`src/rtl/core/ssbd_pkg.sv`:
```
package ssbd_pkg;

  localparam int PIX_W     = 8;
  localparam int NUM_CH    = 3;
  localparam int TDATA_W   = PIX_W * NUM_CH;
  localparam int FACTOR_W  = 4;
  localparam int WIDTH_W   = 13;
  localparam int CFG_W     = WIDTH_W;
  localparam int CFG_IDX_W = 1;

  localparam logic [FACTOR_W-1:0] FACTOR_RST = 4'd1;
  localparam logic [WIDTH_W-1:0]  WIDTH_RST  = 13'd1024;

  typedef enum logic [CFG_IDX_W-1:0] {
    REG_FACTOR    = 1'b0,
    REG_OUT_WIDTH = 1'b1
  } reg_idx_e;

  // where one word sits inside its block and face
  typedef struct packed {
    logic fresh;  // top-left of a block: load instead of accumulate
    logic done;   // bottom-right of a block: average is ready
    logic last;   // final block of the face
  } pos_t;

endpackage

```
`src/rtl/core/ssbd_div.sv`:
```
module ssbd_div #(
  parameter int SW         = 14,
  parameter int DW         = 8,
  parameter int MAX_FACTOR = 8
) (
  input  logic                                        clk_i,
  input  logic                                        rst_ni,
  input  logic                                        load_i,
  input  logic [ssbd_pkg::NUM_CH-1:0][SW-1:0]         sum_i,
  input  logic                                        last_i,
  input  logic [DW-1:0]                               fsq_i,
  input  logic                                        out_ready_i,
  output logic                                        free_o,
  output logic                                        out_valid_o,
  output logic [ssbd_pkg::TDATA_W-1:0]                out_data_o,
  output logic                                        out_last_o
);

  localparam int K  = SW + DW;
  localparam int RW = K + 1;
  localparam int PW = SW + RW;

  logic                                             s2_valid_q;
  logic [ssbd_pkg::NUM_CH-1:0][SW-1:0]              s2_sum_q;
  logic                                             s2_last_q;
  logic                                             out_valid_q;
  logic [ssbd_pkg::TDATA_W-1:0]                     out_data_q;
  logic                                             out_last_q;
  logic [ssbd_pkg::NUM_CH-1:0][ssbd_pkg::PIX_W-1:0] quot;
  logic [ssbd_pkg::NUM_CH-1:0][PW-1:0]              prod;
  logic [RW-1:0]                                    recip;
  logic                                             out_free, s2_adv;

  // ceil(2^K / d), exact for every block sum below 2^SW and divisor below 2^DW
  function automatic logic [RW-1:0] recip_of(input int d);
    return RW'(((64'd1 << K) + 64'(d) - 64'd1) / 64'(d));
  endfunction

  assign out_free = !out_valid_q || out_ready_i;
  assign s2_adv   = s2_valid_q && out_free;
  assign free_o   = !s2_valid_q || out_free;

  // small constant table, one entry per block size
  always_comb begin
    recip = '0;
    for (int f = 1; f <= MAX_FACTOR; f++) begin
      if (fsq_i == DW'(f * f)) begin
        recip = recip_of(f * f);
      end
    end
  end

  // reciprocal multiply; the average fits in a pixel
  always_comb begin
    for (int ch = 0; ch < ssbd_pkg::NUM_CH; ch++) begin
      prod[ch] = PW'(s2_sum_q[ch]) * PW'(recip);
      quot[ch] = prod[ch][K +: ssbd_pkg::PIX_W];
    end
  end

  always_ff @(posedge clk_i) begin
    if (load_i) begin
      s2_sum_q  <= sum_i;
      s2_last_q <= last_i;
    end
    if (s2_adv) begin
      out_data_q <= quot;
      out_last_q <= s2_last_q;
    end
  end

  always_ff @(posedge clk_i or negedge rst_ni) begin
    if (!rst_ni) begin
      s2_valid_q  <= 1'b0;
      out_valid_q <= 1'b0;
    end else begin
      if (load_i) begin
        s2_valid_q <= 1'b1;
      end else if (s2_adv) begin
        s2_valid_q <= 1'b0;
      end
      if (s2_adv) begin
        out_valid_q <= 1'b1;
      end else if (out_ready_i) begin
        out_valid_q <= 1'b0;
      end
    end
  end

  assign out_valid_o = out_valid_q;
  assign out_data_o  = out_data_q;
  assign out_last_o  = out_last_q;

endmodule

```
`config.mk`:
```
export PLATFORM = sky130hd
export DESIGN_NAME = ssbd_div
export DESIGN_NICKNAME = d
export VERILOG_FILES = /design/src/rtl/core/ssbd_pkg.sv /design/src/rtl/core/ssbd_div.sv
export SDC_FILE = /design/constraint.sdc
export NUM_CORES = 2
export LEC_CHECK = 0
export ABC_CLOCK_PERIOD_IN_PS = 15000
export BUFFER_PORTS_ARGS = -buffer_cell sky130_fd_sc_hd__buf_4
export CORE_UTILIZATION = 50
export CTS_CLUSTER_DIAMETER = 60
export DETAILED_ROUTE_END_ITERATION = 8
export PLACE_DENSITY = 0.7
export SLEW_MARGIN = 10
export SYNTH_ARGS = -nofsm -noshare
export SYNTH_HDL_FRONTEND = slang
export SYNTH_SLANG_ARGS = --single-unit
```
`constraint.sdc`:
```
create_clock -name clk_i -period 15 [get_ports clk_i]
set_input_delay 0.75 -clock clk_i [delete_from_list [all_inputs] [get_ports clk_i]]
set_output_delay 0.75 -clock clk_i [all_outputs]
set_load 0.03 [all_outputs]
```
After elaboration in Yosys (flattened, before gate mapping)
Cells that the tools add are included.
{ "totals": {"ff_bits": 70, "in_bits": 55, "out_inout_bits": 27, "wordCells": 38} }
{ "op_classes": {"mul": 3, "n_eq_ne": 8, "n_mux": 12, "n_reduce_logical": 7} }
{ "ops": {"columns": ["cell", "count"], "rows": [
  ["two-way mux 23 bit", 8],
  ["multiplier 14 x 23 -> 30 bit", 3],
  ["equality test 8 x 5 -> 1 bit (second input constant)", 2],
  ["equality test 8 x 6 -> 1 bit (second input constant)", 2],
  ["equality test 8 x 1 -> 1 bit (second input constant)", 1],
  ["equality test 8 x 3 -> 1 bit (second input constant)", 1],
  ["equality test 8 x 4 -> 1 bit (second input constant)", 1],
  ["equality test 8 x 7 -> 1 bit (second input constant)", 1],
  ["two-way mux 1 bit", 4],
  ["nonzero test 2 bit", 2],
  ["logical NOT 1 bit", 2],
  ["logical OR 1 bit", 2],
  ["logical AND 1 bit", 1]
]} }

Longest topological paths before layout
{ "depth": {"word_depth": 10, "depth_mapped": 29, "ltp_nobuf": 26} }

Worst setup path before layout
Ideal clock, no wire load.
{ "synth_timing": {"path_kind": "input port to flip-flop", "start": "input fsq_i[7]", "end": "register out_data_q, in the netlist out_data_o[6] (data pin)", "setup_ps": 180, "t_arrival_ps": 7561, "t_required_ps": 14820, "setup_slack_ps": 7259, "path_stages": 26, "n_path_buf": 4, "path_cell_list": "or3_1 > clkbuf_1 > or3_1 > nor3_1 > or2_0 > clkbuf_1 > buf_2 > buf_2 > nand2_1 > fa_1 > inv_1 > fa_1 > fa_1 > fa_1 > fa_1 > inv_1 > fa_1 > inv_1 > ha_1 > and3_1 > o2111a_1 > nand4_1 > a211oi_1 > o221ai_1 > a211o_1 > o311ai_1"} }
{ "synth_lines": {"columns": ["item", "line", "text"], "rows": [
  ["start: declaration", "ssbd_div.sv:11", "input logic [DW-1:0] fsq_i,"],
  ["end signal: assignment", "ssbd_div.sv:67", "out_data_q <= quot;"],
  ["end: declaration", "ssbd_div.sv:27", "logic [ssbd_pkg::TDATA_W-1:0] out_data_q;"]
]} }

==> results.tsv <==
stage	metric	value	unit
outcome	outcome	finished clean	
sta	max_clock_freq	0.116	GHz
sta	finalCriticalPeriod	8630	ps
floorplanning	die_w	224	um
place	pre_cts_ws	6020	ps
yosys	synth_top_cell_by_area	fa_1	
global_route	first_global_vias	19200	
cts	clkTransAtPathRegs	70	ps
sta	period_share	57.5	%
cts	ctsHoldBuffers	0	
setup_path	worst-path-buf-inv	6	
floorplanning	ioPinCount	82	
global_route	overflow	0	
yosys	synth-warning-count	0	
routing	wl_met2	31000	um
yosys	ys_types	66	
cts	cts_root_buf	clkbuf_16	
setup_path	reg2reg_depth	18	
final_layout	fin_nets	3504	
yosys	synthCells	2557	
setup_path	cp_max_fo	23	
routing	wl_per_cell	19.4	um
setup_path	cpPeakStageDelay	630	ps
yosys	synth-main-ff-cell	edfxtp_1	
routing	highest_layer	met4	
sta	hold_viol_final	0	
yosys	ys_seq_area_share	8.47	%
place	placed_cell_area	26000	um2
sta	worstMarginPinSlew	1020	ps
cts	cts.sinks	70	
yosys	async_reset_ff_share	2.86	%
setup_path	cp.arrival	8840	ps
global_route	antenna_found_initial	2	
final_layout	area_growth	6.48	%
final_layout	drive_gt1_share	5.03	%
final_layout	final_cell_mix	inv_1, fa_1, ha_1	
cts	h-tree-depth	3	
routing	met1_length	26100	um
routing	viasPerCell	5.22	
final_layout	n_antenna_cell	0	
setup_path	crit_type	input port to flip-flop	
power	power.total	0.000640	W
place	port_buffers	81	
routing	dr.pass1.iters	5	
yosys	netlist_area	24700	um2
yosys	synth_nets	3479	
setup_path	end_kind	flip-flop	
power	p_leak	15.1	nW
global_route	grt_max_degree	45	
setup_path	worst-path-stages	25	
place	gp_congestion	0.951	
sta	fin_setup_tns	0	ps
floorplanning	initial_core_util	50.6	%
setup_path	crit_family	adder cells	
yosys	synth_top_area_share	44.7	%
setup_path	cp-start-kind	input port	
sta	slew_headroom	31.6	%
floorplanning	die_area	50300	um2
cts	cts_tree	done	
setup_path	critPathSlowestCell	or2_1	
setup_path	required	15210	ps
sta	setup_ws	6370	ps
worst_hold_path	hold_class	input port to async pin	
sta	slew_viol_final	0	
cts	clk_path_buf_depth	2	
yosys	ys_ff_latch	70	
routing	remaining_drc_errors	0	
global_route	track_usage	27.5	%
place	place_hpwl	53200	um
cts	numCtsBuffers	9	
routing	route.met3.wl	4030	um
floorplanning	chipHeight	224	um
setup_path	cpMostUsedCell	fa_1	
routing	via_count	17000	
power	powerDensity	24.3	nW/um2
yosys	syn_area_per_cell	9.66	um2
cts	insertion_delay	410	ps
cts	cts-resized-gates	0	
sta	fin_skew	16.6	ps
global_route	grt_first_pass_wirelength	104000	um
routing	ant_nets	0	
yosys	synth_edf_count	68	
sta	rsz0062_at_grt	no	
routing	drt_iter0_drc	974	
sta	setup_violations	0	
final_layout	final_area	26300	um2
power	ir_drop	58.9	uV
floorplanning	rows	81	
cts	postCtsSetupBuffers	0	
floorplanning	placeableCoreArea	48800	um2
flow_run	maxCapViolations	0	
final_layout	final_common_cell	inv_1	
yosys	synth_area_leaders	fa_1, ha_1, inv_1, edfxtp_1, and2_1	
routing	wirelength	63100	um
==> per-layer routing <==
metal  up-vias  track usage [%]
li1       7634                -
met1      8663             35.9
met2       567             46.5
met3       108             4.39
met4         0             9.46
met5         -                0
==> power by group <==
part	leakage, nW	internal [W]	switching, W
combinational	14.3	0.0000514	0.0000759
sequential	0.694	0.000233	0.0000408
clock	0.148	0.000118	0.000121
==> flip-flops by register name, indices dropped and copies added (netlist names) <==
signal / flops
out_data_o: 24
out_last_o: 1
s2_valid_q: 1
s2_last_q: 1
out_valid_o: 1
s2_sum_q: 42
==> synth_stat cells, types with 17 or more instances <==
cell,n
inv_1,762
xnor2_1,42
ha_1,315
nor2_1,34
a21o_1,21
nand2_1,240
nor3_1,17
fa_1,552
edfxtp_1,68
and2_1,234
clkbuf_1,76
a21oi_1,31
==> final cells by class <==
class / count / area [um2]
Timing Repair Buffer: 97 / 728
Inverter: 762 / 2860
Clock buffer: 9 / 225
Sequential cell: 70 / 2090
Multi-Input combinational cell: 1642 / 19500
Clock inverter: 7 / 71.3
Tap cell: 664 / 831
Fill cell: 4460 / 22500
==> metrics by stage <==
stage / hold slack (ps) / util [%] / instances
CTS: 102 / 53.8 / 3251
global route: 109 / 53.8 / 3251
global placement: 406 / 53.2 / 3235
finish: 117 / 53.8 / 3251
detailed placement: 420 / 53.2 / 3235
floorplan: 400 / - / 2557
==> cell families (layout without fill, tap and decap cells) <==
family	after synthesis	in the layout	share of synthesized area, %
xor gates and xnor gates	48	48	1.70
buffers and inverters	845	875	12.9
muxes	1	1	0.0405
AOI/OAI and AO/OA	131	131	3.89
and+or+nand+nor	595	595	12.3
DFF	70	70	8.47
adders and majority gates	867	867	60.7
==> final timing paths <==
path,startpoint,to,slack [ps]
setup reg to reg,s2_sum_q[7]$_DFFE_PP_,out_data_o[6]$_DFFE_PP_,8380
hold reg to reg,s2_last_q$_DFFE_PP_,out_last_o$_DFFE_PP_,430
setup / recovery,fsq_i[6],out_data_o[6]$_DFFE_PP_,6370
max in group asynchronous,rst_ni,out_valid_o$_DFFE_PN0P_,14790
min in group clk_i,s2_last_q$_DFFE_PP_,out_last_o$_DFFE_PP_,430
hold / removal,rst_ni,s2_valid_q$_DFFE_PN0P_,120
(Power assumes the default switching activity.)
