`config.mk`:
```
export PLATFORM = sky130hd
export DESIGN_NAME = ssbd_ctrl
export DESIGN_NICKNAME = d
export VERILOG_FILES = /design/src/rtl/core/ssbd_pkg.sv /design/src/rtl/core/ssbd_ctrl.sv
export SDC_FILE = /design/constraint.sdc
export NUM_CORES = 1
export LEC_CHECK = 0
export BUFFER_PORTS_ARGS = -buffer_cell sky130_fd_sc_hd__buf_2
export CORE_MARGIN = 5
export CORE_UTILIZATION = 46
export DETAILED_ROUTE_END_ITERATION = 6
export PLACE_DENSITY_LB_ADDON = 0.25
export SYNTH_ARGS = -nofsm -noshare
export SYNTH_HDL_FRONTEND = slang
export SYNTH_SLANG_ARGS = --single-unit
```
`constraint.sdc`:
```
create_clock -name clk_i -period 5.8 [get_ports clk_i]
set_clock_uncertainty 0.2 [all_clocks]
set_input_delay 0.58 -clock clk_i [delete_from_list [all_inputs] [get_ports clk_i]]
set_output_delay 0.58 -clock clk_i [all_outputs]
set_load 0.02 [all_outputs]
```
`src/rtl/core/ssbd_pkg.sv`:
```
package ssbd_pkg;

  localparam int PIX_W     = 8;
  localparam int NUM_CH    = 3;
  localparam int TDATA_W   = PIX_W * NUM_CH;
  localparam int FACTOR_W  = 4;
  localparam int WIDTH_W   = 13;
  localparam int CFG_W     = WIDTH_W;
  localparam int CFG_IDX_W = 1;

  localparam logic [FACTOR_W-1:0] FACTOR_RST = 4'd1;
  localparam logic [WIDTH_W-1:0]  WIDTH_RST  = 13'd1024;

  typedef enum logic [CFG_IDX_W-1:0] {
    REG_FACTOR    = 1'b0,
    REG_OUT_WIDTH = 1'b1
  } reg_idx_e;

  // where one word sits inside its block and face
  typedef struct packed {
    logic fresh;  // top-left of a block: load instead of accumulate
    logic done;   // bottom-right of a block: average is ready
    logic last;   // final block of the face
  } pos_t;

endpackage

```
`src/rtl/core/ssbd_ctrl.sv`:
```
module ssbd_ctrl #(
  parameter int MAX_OUT_WIDTH = 4096,
  parameter int MAX_FACTOR    = 8,
  parameter int AW            = 12,
  parameter int DW            = 8
) (
  input  logic                                clk_i,
  input  logic                                rst_ni,
  input  logic                                cfg_we_i,
  input  logic [ssbd_pkg::CFG_IDX_W-1:0]      cfg_idx_i,
  input  logic [ssbd_pkg::CFG_W-1:0]          cfg_data_i,
  input  logic                                step_i,
  output logic [AW-1:0]                       addr_o,
  output ssbd_pkg::pos_t                      pos_o,
  output logic [DW-1:0]                       fsq_o
);

  localparam int FW = $clog2(MAX_FACTOR + 1);
  localparam int WW = $clog2(MAX_OUT_WIDTH + 1);

  logic [ssbd_pkg::FACTOR_W-1:0] factor_q;
  logic [ssbd_pkg::WIDTH_W-1:0]  width_q;
  logic [DW-1:0]                 fsq_q, fsq_d;
  logic [FW-1:0]                 f_eff, f_m1;
  logic [WW-1:0]                 w_eff, w_m1;
  logic [FW-1:0]                 sub_c_q, sub_c_d, sub_r_q, sub_r_d;
  logic [WW-1:0]                 ocol_q, ocol_d, orow_q, orow_d;
  logic                          col_end, row_end, line_end;

  // out-of-range settings are clamped
  always_comb begin
    if (factor_q == '0) begin
      f_eff = FW'(1);
    end else if (32'(factor_q) > MAX_FACTOR) begin
      f_eff = FW'(MAX_FACTOR);
    end else begin
      f_eff = FW'(factor_q);
    end
    if (width_q == '0) begin
      w_eff = WW'(1);
    end else if (32'(width_q) > MAX_OUT_WIDTH) begin
      w_eff = WW'(MAX_OUT_WIDTH);
    end else begin
      w_eff = WW'(width_q);
    end
  end

  assign f_m1     = f_eff - FW'(1);
  assign w_m1     = w_eff - WW'(1);
  assign fsq_d    = DW'(f_eff) * DW'(f_eff);
  assign col_end  = (sub_c_q == f_m1);
  assign row_end  = (sub_r_q == f_m1);
  assign line_end = col_end && (ocol_q == w_m1);

  always_comb begin
    sub_c_d = sub_c_q;
    sub_r_d = sub_r_q;
    ocol_d  = ocol_q;
    orow_d  = orow_q;
    if (cfg_we_i) begin
      sub_c_d = '0;
      sub_r_d = '0;
      ocol_d  = '0;
      orow_d  = '0;
    end else if (step_i) begin
      if (!col_end) begin
        sub_c_d = sub_c_q + FW'(1);
      end else begin
        sub_c_d = '0;
        if (!line_end) begin
          ocol_d = ocol_q + WW'(1);
        end else begin
          ocol_d = '0;
          if (!row_end) begin
            sub_r_d = sub_r_q + FW'(1);
          end else begin
            sub_r_d = '0;
            orow_d  = (orow_q == w_m1) ? '0 : orow_q + WW'(1);
          end
        end
      end
    end
  end

  always_ff @(posedge clk_i or negedge rst_ni) begin
    if (!rst_ni) begin
      factor_q <= ssbd_pkg::FACTOR_RST;
      width_q  <= ssbd_pkg::WIDTH_RST;
      fsq_q    <= DW'(1);
      sub_c_q  <= '0;
      sub_r_q  <= '0;
      ocol_q   <= '0;
      orow_q   <= '0;
    end else begin
      if (cfg_we_i) begin
        unique case (ssbd_pkg::reg_idx_e'(cfg_idx_i))
          ssbd_pkg::REG_FACTOR:    factor_q <= cfg_data_i[ssbd_pkg::FACTOR_W-1:0];
          ssbd_pkg::REG_OUT_WIDTH: width_q  <= cfg_data_i[ssbd_pkg::WIDTH_W-1:0];
          default: ;
        endcase
      end
      fsq_q   <= fsq_d;
      sub_c_q <= sub_c_d;
      sub_r_q <= sub_r_d;
      ocol_q  <= ocol_d;
      orow_q  <= orow_d;
    end
  end

  assign addr_o      = ocol_q[AW-1:0];
  assign pos_o.fresh = (sub_c_q == '0) && (sub_r_q == '0);
  assign pos_o.done  = col_end && row_end;
  assign pos_o.last  = line_end && row_end && (orow_q == w_m1);
  assign fsq_o       = fsq_q;

endmodule

```
### Yosys cells after proc, flatten, opt, wreduce, memory -nomap -nowiden

Cells that the tools add are included.
Widths: inputs -> output; s select.

* output and inout bits: 23
* input bits: 18
* word-level logic and storage cells: 61
* register bits after elaboration: 59

* equal/unequal tests: 4
* $mul: 1
* bitwise operators: 1
* magnitude comparators: 2
* muxes and demuxes: 22
* reductions and logical operators: 18
* add/sub/neg operators: 6

Operators by type and width (number)
* $mux 13: 12
* $mux 4: 10
* $add 13x1->13 const B: 2
* $eq 13x13->1: 2
* $gt 13x13->1 const B: 1
* $logic_not 13->1: 1
* $sub 13x1->13 const B: 1
* $logic_not 4->1: 3
* $add 4x1->4 const B: 2
* $eq 4x4->1: 2
* $mul 4x4->8: 1
* $reduce_bool 2->1: 4
* $reduce_and 2->1: 3
* $logic_and 1x1->1: 5
* $gt 4x4->1 const B: 1
* $reduce_and 4->1: 1
* $sub 4x1->4 const B: 1
* $reduce_and 3->1: 1
* $not 1->1: 1

### Logic depth before layout (Yosys ltp)

Gate-level depths: netlist of run 1.

* depth after elaboration: 11
* mapped depth: 18
* depth with buffers taken out: 13

### Worst setup path before layout of run 1

OpenSTA, ideal clock, no wires.

* path kind: reg-to-output
* start: register width_q[7] in the netlist's numbering
* end: output pos_o[0] in the netlist's numbering
* data required time: 5020 ps
* slack: 1444 ps
* buffers on the path: 4
* stages on the path, launching flop included: 17
* data arrival time: 3576 ps
* path through: dfrtp_1 > buf_6 > or4_4 > buf_6 > nor4_1 > o21a_1 > inv_1 > ha_1 > clkbuf_1 > buf_2 > xnor2_1 > xnor2_1 > and3_1 > nand4_1 > or3b_2 > nor4_1 > and3_1

RTL lines
* start: declaration: RTL line ssbd_ctrl.sv:22 `logic [ssbd_pkg::WIDTH_W-1:0] width_q;`
* start signal: assignment: RTL line ssbd_ctrl.sv:88 `width_q <= ssbd_pkg::WIDTH_RST;`
* start signal: assignment: RTL line ssbd_ctrl.sv:98 `ssbd_pkg::REG_OUT_WIDTH: width_q <= cfg_data_i[ssbd_pkg::WIDTH_W-1:0];`
* end: declaration: RTL line ssbd_ctrl.sv:14 `output ssbd_pkg::pos_t pos_o,`

==> flow_summary.ini, run 1 <==
[synthesis]
synth.top_cell.area_share = 0.306
yosys_warnings = 0
syn_area_um2 = 4490
synth_edf_count = 0
ys_ff_latch = 58
synthArstFlopShare = 1.00
syn_area_per_cell_um2 = 8.79
yosysSeqAreaShare = 0.324
synthCells = 511
synth_ff_type = dfrtp_1
ys_top_cells_by_area = dfrtp_1 31%, mux2_2 5.0%, ha_1 3.6%
yosysTopAreaCell = dfrtp_1
ys_types = 82

[pwr]
p_leak_uw = 0.00206
vdd_drop_max_uv = 133
p_total_uw = 1240
p_per_area_nw_per_um2 = 259

[floorplan]
dieArea_um2 = 11800
core_um2 = 9640
pin_count = 41
die_h_um = 109
fp.dieW_um = 109
rows = 36
start_util = 0.466

[worst_setup_path]
end_kind = primary output
critPathLaunchType = flop
arrival_ns = 4.50
crit_fanout = 27
critPathMaxStageDelay_ns = 0.75
crit_slowest_cell = or4_1
worstPathRequired_ns = 5.02
crit_type = reg -> out
cp_top_family = simple AND/OR/NAND/NOR gates
cp_cell_sequence = or4_1 -> nor4_1 -> o21a_1 -> inv_1 -> ha_1 -> xnor2_1 -> xnor2_1 -> and3_1 -> nand4_1 -> or3b_2 -> nor4_1 -> and3_1 -> buf_2
path_buf_inv = 2

[clock_tree]
tritoncts = built
cts.hold.buffers_added = 0
clock_tree.buffer_depth = 2
worstSkewPairLatency_ns = 0.35
path_clk_slew_ns = 0.07
cts_made_buffers = 9
postCtsSetupBuffers = 0
ctsHtreeMaxLevel = 3
clockRootBuffer = clkbuf_8
cts_resized = 0
clock_sinks = 58

[drt]
wl_mm = 11.5
via_count = 3983
drc_errors = 0
avgRoutedWirePerCell_um = 17.3
dr.pass1.iters = 5
ant_nets = 0
drt_first_iter_violations = 437
via_per_inst = 6.03

[cells_and_area]
final_area_um2 = 4810
layout-drive-gt1-share = 0.199
multi_input_area_um2 = 2730
ff_latch_area_um2 = 1460
fill_cells = 939
n_antenna_cell = 0
area_growth_pct = 7.02
final_nets = 555

[global_routing]
grtUsageTotal = 0.204
overflow = 0
grt_max_degree = 59
grt_pass1_vias = 3638
grt_pass1_wl_mm = 18.9
met3_usage = 0.0385
use_met1 = 0.276
grt-busiest-layer = met2
antenna_found_initial = 0
grt_use_met2 = 0.317

[timing]
finalCritPeriodShare = 0.910
rsz0062_at_grt = no
hold_viol = 0
clock.fmax_mhz = 189
setup_viol = 0
finalCriticalPeriod_ns = 5.28
fin_tns_setup_ns = 0
relSlewSlack = 0.387
drv_slew = 0
tightest_slew_ns = 0.915

[placement]
dpl-instance-area_um2 = 4640
io_buffers = 39
hpwlAfterDp_mm = 8.37
routabilityCongestion = 0.969

[run_status]
outcome = complete, no violations

[job]
maxCapViolCount = 0

[worst_hold_path]
hold_class = in -> async
[cells in the final DEF, fill, tap and decap left out, types with 12 or more instances in the layout]
master and n:
nand2b_1 16, ha_1 13, nand3_1 21, xnor2_1 13, nand4_1 12, xor2_1 13
nand2_1 38, dfrtp_1 55, nor2_1 31, o21ai_0 16, nor3_1 16, a21oi_1 27
mux2_2 20, buf_2 39, a21o_1 13, inv_1 17
[final cells by class]
type,count,share of cell area
clock buffer,10,0.0266
timing repair buffer,43,0.0469
inverter,18,0.0141
sequential,58,0.303
tap,133,0.0346
clock inverter,6,0.00729
multi-input combinational,393,0.568
[power breakdown]
group | total (µW) | internal [µW] | switching (µW)
Sequential | 513 | 445 | 68.1
Combinational | 403 | 172 | 231
Clock | 327 | 152 | 175
[worst reg2reg max path: stages (launching register included)]
cell and delay, ns:
dfrtp_1 0.49, or4_1 0.75, nor4_1 0.24, o21a_1 0.18, inv_1 0.05, ha_1 0.48
and4bb_2 0.40, o21ai_0 0.32, a21oi_1 0.15, o2111ai_1 0.22, and4bb_4 0.24, a31oi_1 0.70
nor2_1 0.32, o21ai_1 0.20
[per-layer routing]
metal / vias up / wire length, µm
met5: - / 0
met4: 0 / 417
met3: 27 / 757
met2: 158 / 5220
met1: 1918 / 5050
li1: 1880 / -
[registers in the layout, indices dropped and copies added (netlist names)]
signal,count
factor_q,4
sub_c_q,4
fsq_o,7
orow_q,13
sub_r_q,4
ocol_q,13
width_q,13
[cell usage after synthesis (3+ instances only)]
| library cell | instances |
|---|---|
| a21o_1 | 13 |
| a21oi_1 | 27 |
| a31oi_1 | 4 |
| a41oi_1 | 4 |
| and2_1 | 3 |
| and3_1 | 11 |
| and4_1 | 3 |
| buf_2 | 8 |
| buf_4 | 13 |
| buf_6 | 3 |
| clkbuf_1 | 20 |
| dfrtp_1 | 55 |
| dfstp_2 | 3 |
| ha_1 | 13 |
| inv_1 | 17 |
| mux2_2 | 20 |
| nand2_1 | 38 |
| nand2b_1 | 16 |
| nand3_1 | 21 |
| nand3b_1 | 6 |
| nand4_1 | 12 |
| nor2_1 | 31 |
| nor2b_1 | 5 |
| nor3_1 | 16 |
| nor3b_1 | 5 |
| nor4_1 | 8 |
| o21a_1 | 3 |
| o21ai_0 | 16 |
| o21ai_1 | 4 |
| o21bai_1 | 4 |
| or2_2 | 6 |
| or3_1 | 9 |
| or4_1 | 5 |
| xnor2_1 | 13 |
| xor2_1 | 13 |
[cells by family (layout without fill, tap and decap cells)]
logic type,count (synthesis),in the layout,share of synthesized area
AO/OA/AOI/OAI,114,114,0.179
buffers and inverters,63,77,0.0708
other,1,4,0.000835
XOR/XNOR,29,29,0.0646
AND/OR/NAND/NOR,212,212,0.269
multiplexers,20,20,0.0502
adder cells (fa/ha/maj),14,14,0.0407
flip-flops,58,58,0.324
[final timing paths]
path	to	slack, ns	from	depth (start not counted)
worst max-delay path	pos_o[0]	0.52	width_q[3]	13
worst min-delay path	ocol_q[6]	0.18	rst_ni	2
worst max register to register	sub_r_q[1]	0.78	width_q[3]	13
worst min register to register	sub_r_q[3]	0.32	sub_r_q[3]	1
max in group asynchronous	orow_q[6]	4.72	rst_ni	2
min in group clk_i	width_q[11]	0.26	cfg_data_i[11]	2
[metrics by stage]
stage	hold WS, ns	utilization	instances	setup WS (ns)
global route	0.245	0.499	661	0.215
global placement	0.307	0.482	645	1.08
detailed placement	0.313	0.482	645	0.895
CTS	0.209	0.499	661	0.565
finish	0.179	0.499	661	0.523
floorplan	0.0844	-	514	1.44
Note: power is estimated with default switching activity, not from simulation.
==> run 2, diff against run 1 <==
SETUP_SLACK_MARGIN = 0.05   (was default)
clock period = 5.73 ns   (was 5.8 ns; I/O delays follow)
==> flow_summary.ini, run 2 (synthesis results as in run 1) <==
[clock_tree]
ctsHtreeMaxLevel = 3
path_clk_slew_ns = 0.07
postCtsSetupBuffers = 0
clock_tree.buffer_depth = 2
cts_made_buffers = 9
cts.hold.buffers_added = 0
worstSkewPairLatency_ns = 0.34
clockRootBuffer = clkbuf_8
clock_sinks = 58
cts_resized = 0
tritoncts = built

[cells_and_area]
final_nets = 555
layout_common_cells = 55 x dfrtp_1, 39 x buf_2, 38 x nand2_1
n_antenna_cell = 0
ff_latch_area_um2 = 1460
fill_cells = 956
area_growth_pct = 7.02
final_area_um2 = 4810
final_common_cell = dfrtp_1
reg_top3 = ocol_q x13, orow_q x13, width_q x13
multi_input_area_um2 = 2730
layout-drive-gt1-share = 0.199
fin_util = 0.499

[pwr]
p_leak_uw = 0.00206
vdd_drop_max_uv = 143
p_per_area_nw_per_um2 = 262

[worst_setup_path]
r2r_end = ocol_q[8]
worstPathRequired_ns = 4.96
crit-reg2reg-launch = width_q[2]
end_kind = primary output
critical_path.endpoint = pos_o[0]
reg2reg_depth = 13
crit_type = reg -> out
critPathLaunchType = flop
reg2reg_setup_slack_ns = 0.63
crit_fanout = 27
arrival_ns = 4.47
critPathLaunch = width_q[2]

[job]
maxCapViolCount = 0

[run_status]
outcome = complete, no violations

[global_routing]
grtUsageTotal = 0.202
overflow = 0
grt_pass1_vias = 3752
grt_pass1_wl_mm = 18.9
antenna_found_initial = 0
grt_max_degree = 59

[timing]
hold_viol = 0
relSlewSlack = 0.342
clock.fmax_mhz = 191
rsz0062_at_grt = no
fin_tns_setup_ns = 0
tightest_slew_ns = 0.982
finalCritPeriodShare = 0.915
drv_slew = 0
setup_viol = 0
finalCriticalPeriod_ns = 5.24

[drt]
dr.pass1.iters = 5
via_count = 3967
ant_nets = 0
wl_mm = 11.5
via_per_inst = 6.00
drc_errors = 0
drt_first_iter_violations = 369
avgRoutedWirePerCell_um = 17.4

[floorplan]
fp.dieW_um = 109
core_um2 = 9640
pin_count = 41
dieArea_um2 = 11800
rows = 36
die_h_um = 109
start_util = 0.466

[worst_hold_path]
hold_class = in -> async

[placement]
io_buffers = 39
dpl-instance-area_um2 = 4640
hpwlAfterDp_mm = 8.36
routabilityCongestion = 0.952
==> run 2: final cells by class <==
| class | count | share of cell area |
|---|---|---|
| inverters | 18 | 0.0141 |
| clock inverters | 6 | 0.00729 |
| flip-flops and latches | 58 | 0.303 |
| clock buffers | 10 | 0.0266 |
| repair buffers | 43 | 0.0469 |
| multi-input cells | 393 | 0.568 |
| well taps | 133 | 0.0346 |
==> run 2: how the worst min path moves through the flow <==
stage,to,startpoint,cells after the start,slack (ns)
2_1_floorplan,factor_q[1],rst_ni,0,0.08
3_3_place_gp,sub_r_q[3],sub_r_q[3],1,0.31
3_5_place_dp,sub_r_q[3],sub_r_q[3],1,0.31
4_1_cts,ocol_q[6],rst_ni,2,0.22
5_1_grt,fsq_o[7],rst_ni,2,0.25
6_report,fsq_o[7],rst_ni,2,0.19
==> run 2: per-stage QoR <==
stage / std cells / hold slack, ns / setup WS (ns) / power, µW
after floorplan: 514 / 0.0774 / 1.38 / 828
after global placement: 645 / 0.307 / 1.03 / 920
after detailed placement: 645 / 0.311 / 0.744 / 928
after CTS: 661 / 0.218 / 0.510 / 1270
after global routing: 661 / 0.253 / 0.234 / 1340
final: 661 / 0.185 / 0.486 / 1260
==> run 2: power by group <==
part	leakage (µW)	internal, µW	switching (µW)
sequential	0.000749	450	66.8
combinational	0.00123	174	237
clock	0.0000818	154	178
total	0.00206	777	482
==> run 2: metal layers <==
layer	global-route usage	vias to the layer above	routed length, µm
li1	-	1880	-
met1	0.267	1911	5060
met2	0.325	150	5310
met3	0.0385	26	779
met4	0.0821	0	376
met5	0	-	0
==> run 2: critical path, stage by stage (launching register included) <==
cell     delay (ns)
dfrtp_1        0.48
or4_1          0.73
nor4_1         0.23
o21a_1         0.18
inv_1          0.05
ha_1           0.50
xnor2_1        0.34
xnor2_1        0.17
and3_1         0.18
nand4_1        0.09
or3b_2         0.51
nor4_1         0.27
and3_1         0.22
buf_2          0.17
==> run 3, diff against run 2 <==
CORE_UTILIZATION = 50   (was 46)
==> flow_summary.ini, run 3 (synthesis results as in run 1) <==
[cells_and_area]
layout-drive-gt1-share = 0.197
layout_common_cells = 55 x dfrtp_1, 39 x buf_2, 38 x nand2_1
fill_cells = 790
fin_util = 0.553
n_antenna_cell = 0
reg_top3 = ocol_q x13, orow_q x13, width_q x13
final_nets = 555
stdcell_count = 635
final_common_cell = dfrtp_1
final_area_um2 = 4820
area_growth_pct = 7.33

[floorplan]
pin_count = 41
fp.dieW_um = 105
die_h_um = 105
start_util = 0.515
dieArea_um2 = 11000
rows = 34
core_um2 = 8720

[pwr]
pwr-share-clk = 0.306
comb_power_share = 0.306
p_leak_uw = 0.00208
switching_share = 0.352
p_per_area_nw_per_um2 = 277
pwr-share-seq = 0.389
p_int_uw = 865
vdd_drop_max_uv = 129
p_sw_uw = 470

[clock_tree]
path_clk_slew_ns = 0.07
cts_resized = 0
ctsHtreeMaxLevel = 3
cts.hold.buffers_added = 0
worstSkewPairLatency_ns = 0.35
postCtsSetupBuffers = 0
clockRootBuffer = clkbuf_8
clock_sinks = 58
cts_made_buffers = 9
clock_tree.buffer_depth = 2
tritoncts = built

[timing]
finalCritPeriodShare = 0.919
tightest_slew_ns = 0.919
hold_viol = 0
setup_viol = 0
clock.fmax_mhz = 190
drv_slew = 0
relSlewSlack = 0.388
fin_tns_setup_ns = 0
hold_ws_ns = 0.172
finalCriticalPeriod_ns = 5.26
rsz0062_at_grt = no

[global_routing]
grt_max_degree = 59
antenna_found_initial = 0
grt_pass1_vias = 3775
grtUsageTotal = 0.211
grt_pass1_wl_mm = 19.1
overflow = 0

[worst_hold_path]
hold_class = in -> async

[worst_setup_path]
crit_fanout = 27
crit_type = reg -> out
critPathMaxStageDelay_ns = 0.75
cp_cell_sequence = or4_1 -> nor4_1 -> o21a_1 -> inv_1 -> ha_1 -> xnor2_1 -> xnor2_1 -> and3_1 -> nand4_1 -> or3b_2 -> nor4_1 -> and3_1 -> buf_2
critPathLaunch = width_q[2]
arrival_ns = 4.49
crit_slowest_cell = or4_1
worstPathRequired_ns = 4.96
critPathLaunchType = flop
end_kind = primary output
crit-reg2reg-launch = width_q[2]

[drt]
wl_mm = 11.3
drt_first_iter_violations = 300
drc_errors = 0
dr.pass1.iters = 5
ant_nets = 0
avgRoutedWirePerCell_um = 17.8
via_count = 3925
via_per_inst = 6.18

[placement]
place_inst = 620
dpl-instance-area_um2 = 4610
routabilityCongestion = 0.896
io_buffers = 39
hpwlAfterDp_mm = 8.43

[job]
maxCapViolCount = 0

[run_status]
outcome = complete, no violations
-- run 3: area by class of cell --
class | count | area, µm² | share of cell area
clock buffer | 10 | 128 | 0.0265
timing repair buffer | 43 | 225 | 0.0467
multi-input combinational | 393 | 2730 | 0.566
sequential | 58 | 1460 | 0.302
inverter | 18 | 67.6 | 0.0140
clock inverter | 5 | 80.1 | 0.0166
tap | 108 | 135 | 0.0280
-- run 3: per-layer routing --
| metal | global-route usage | vias to the layer above | part of all wire |
|---|---|---|---|
| met1 | 0.291 | 1887 | 0.45 |
| met4 | 0.0877 | 0 | 0.028 |
| li1 | - | 1865 | - |
| met2 | 0.330 | 140 | 0.46 |
| met3 | 0.0339 | 33 | 0.057 |
| met5 | 0 | - | 0 |
-- run 3: power by group through the flow --
stage               clock [µW]  combinational (µW)  sequential, µW
floorplan                    0                 324             504
global placement             0                 400             523
detailed placement           0                 404             525
CTS                        419                 406             517
global route               441                 448             528
finish                     408                 408             519
-- run 3: path summary, 6_finish.rpt --
kind / end / slack (ns) / cells after the start
worst max-delay path: pos_o[0] / 0.47 / 13
max in group asynchronous: width_q[1] / 4.67 / 2
worst min-delay path: sub_c_q[2] / 0.17 / 2
min in group clk_i: width_q[9] / 0.26 / 2
worst max register to register: orow_q[0] / 0.73 / 14
worst min register to register: sub_r_q[3] / 0.33 / 1
-- run 3: worst max-delay path: cells and delay by family (launching register included) --
family          cells  cell delay (ns)
xor+xnor            2             0.48
flops               1             0.49
buf+inv             2             0.22
fa+ha+maj           1             0.51
simple gates        7             2.27
compound gates      1             0.18
-- run 3: per-stage QoR --
step	total power [µW]	setup slack [ns]
6_report	1340	0.466
3_5_place_dp	929	0.836
5_1_grt	1420	0.135
2_1_floorplan	828	1.38
3_3_place_gp	923	0.918
4_1_cts	1340	0.451
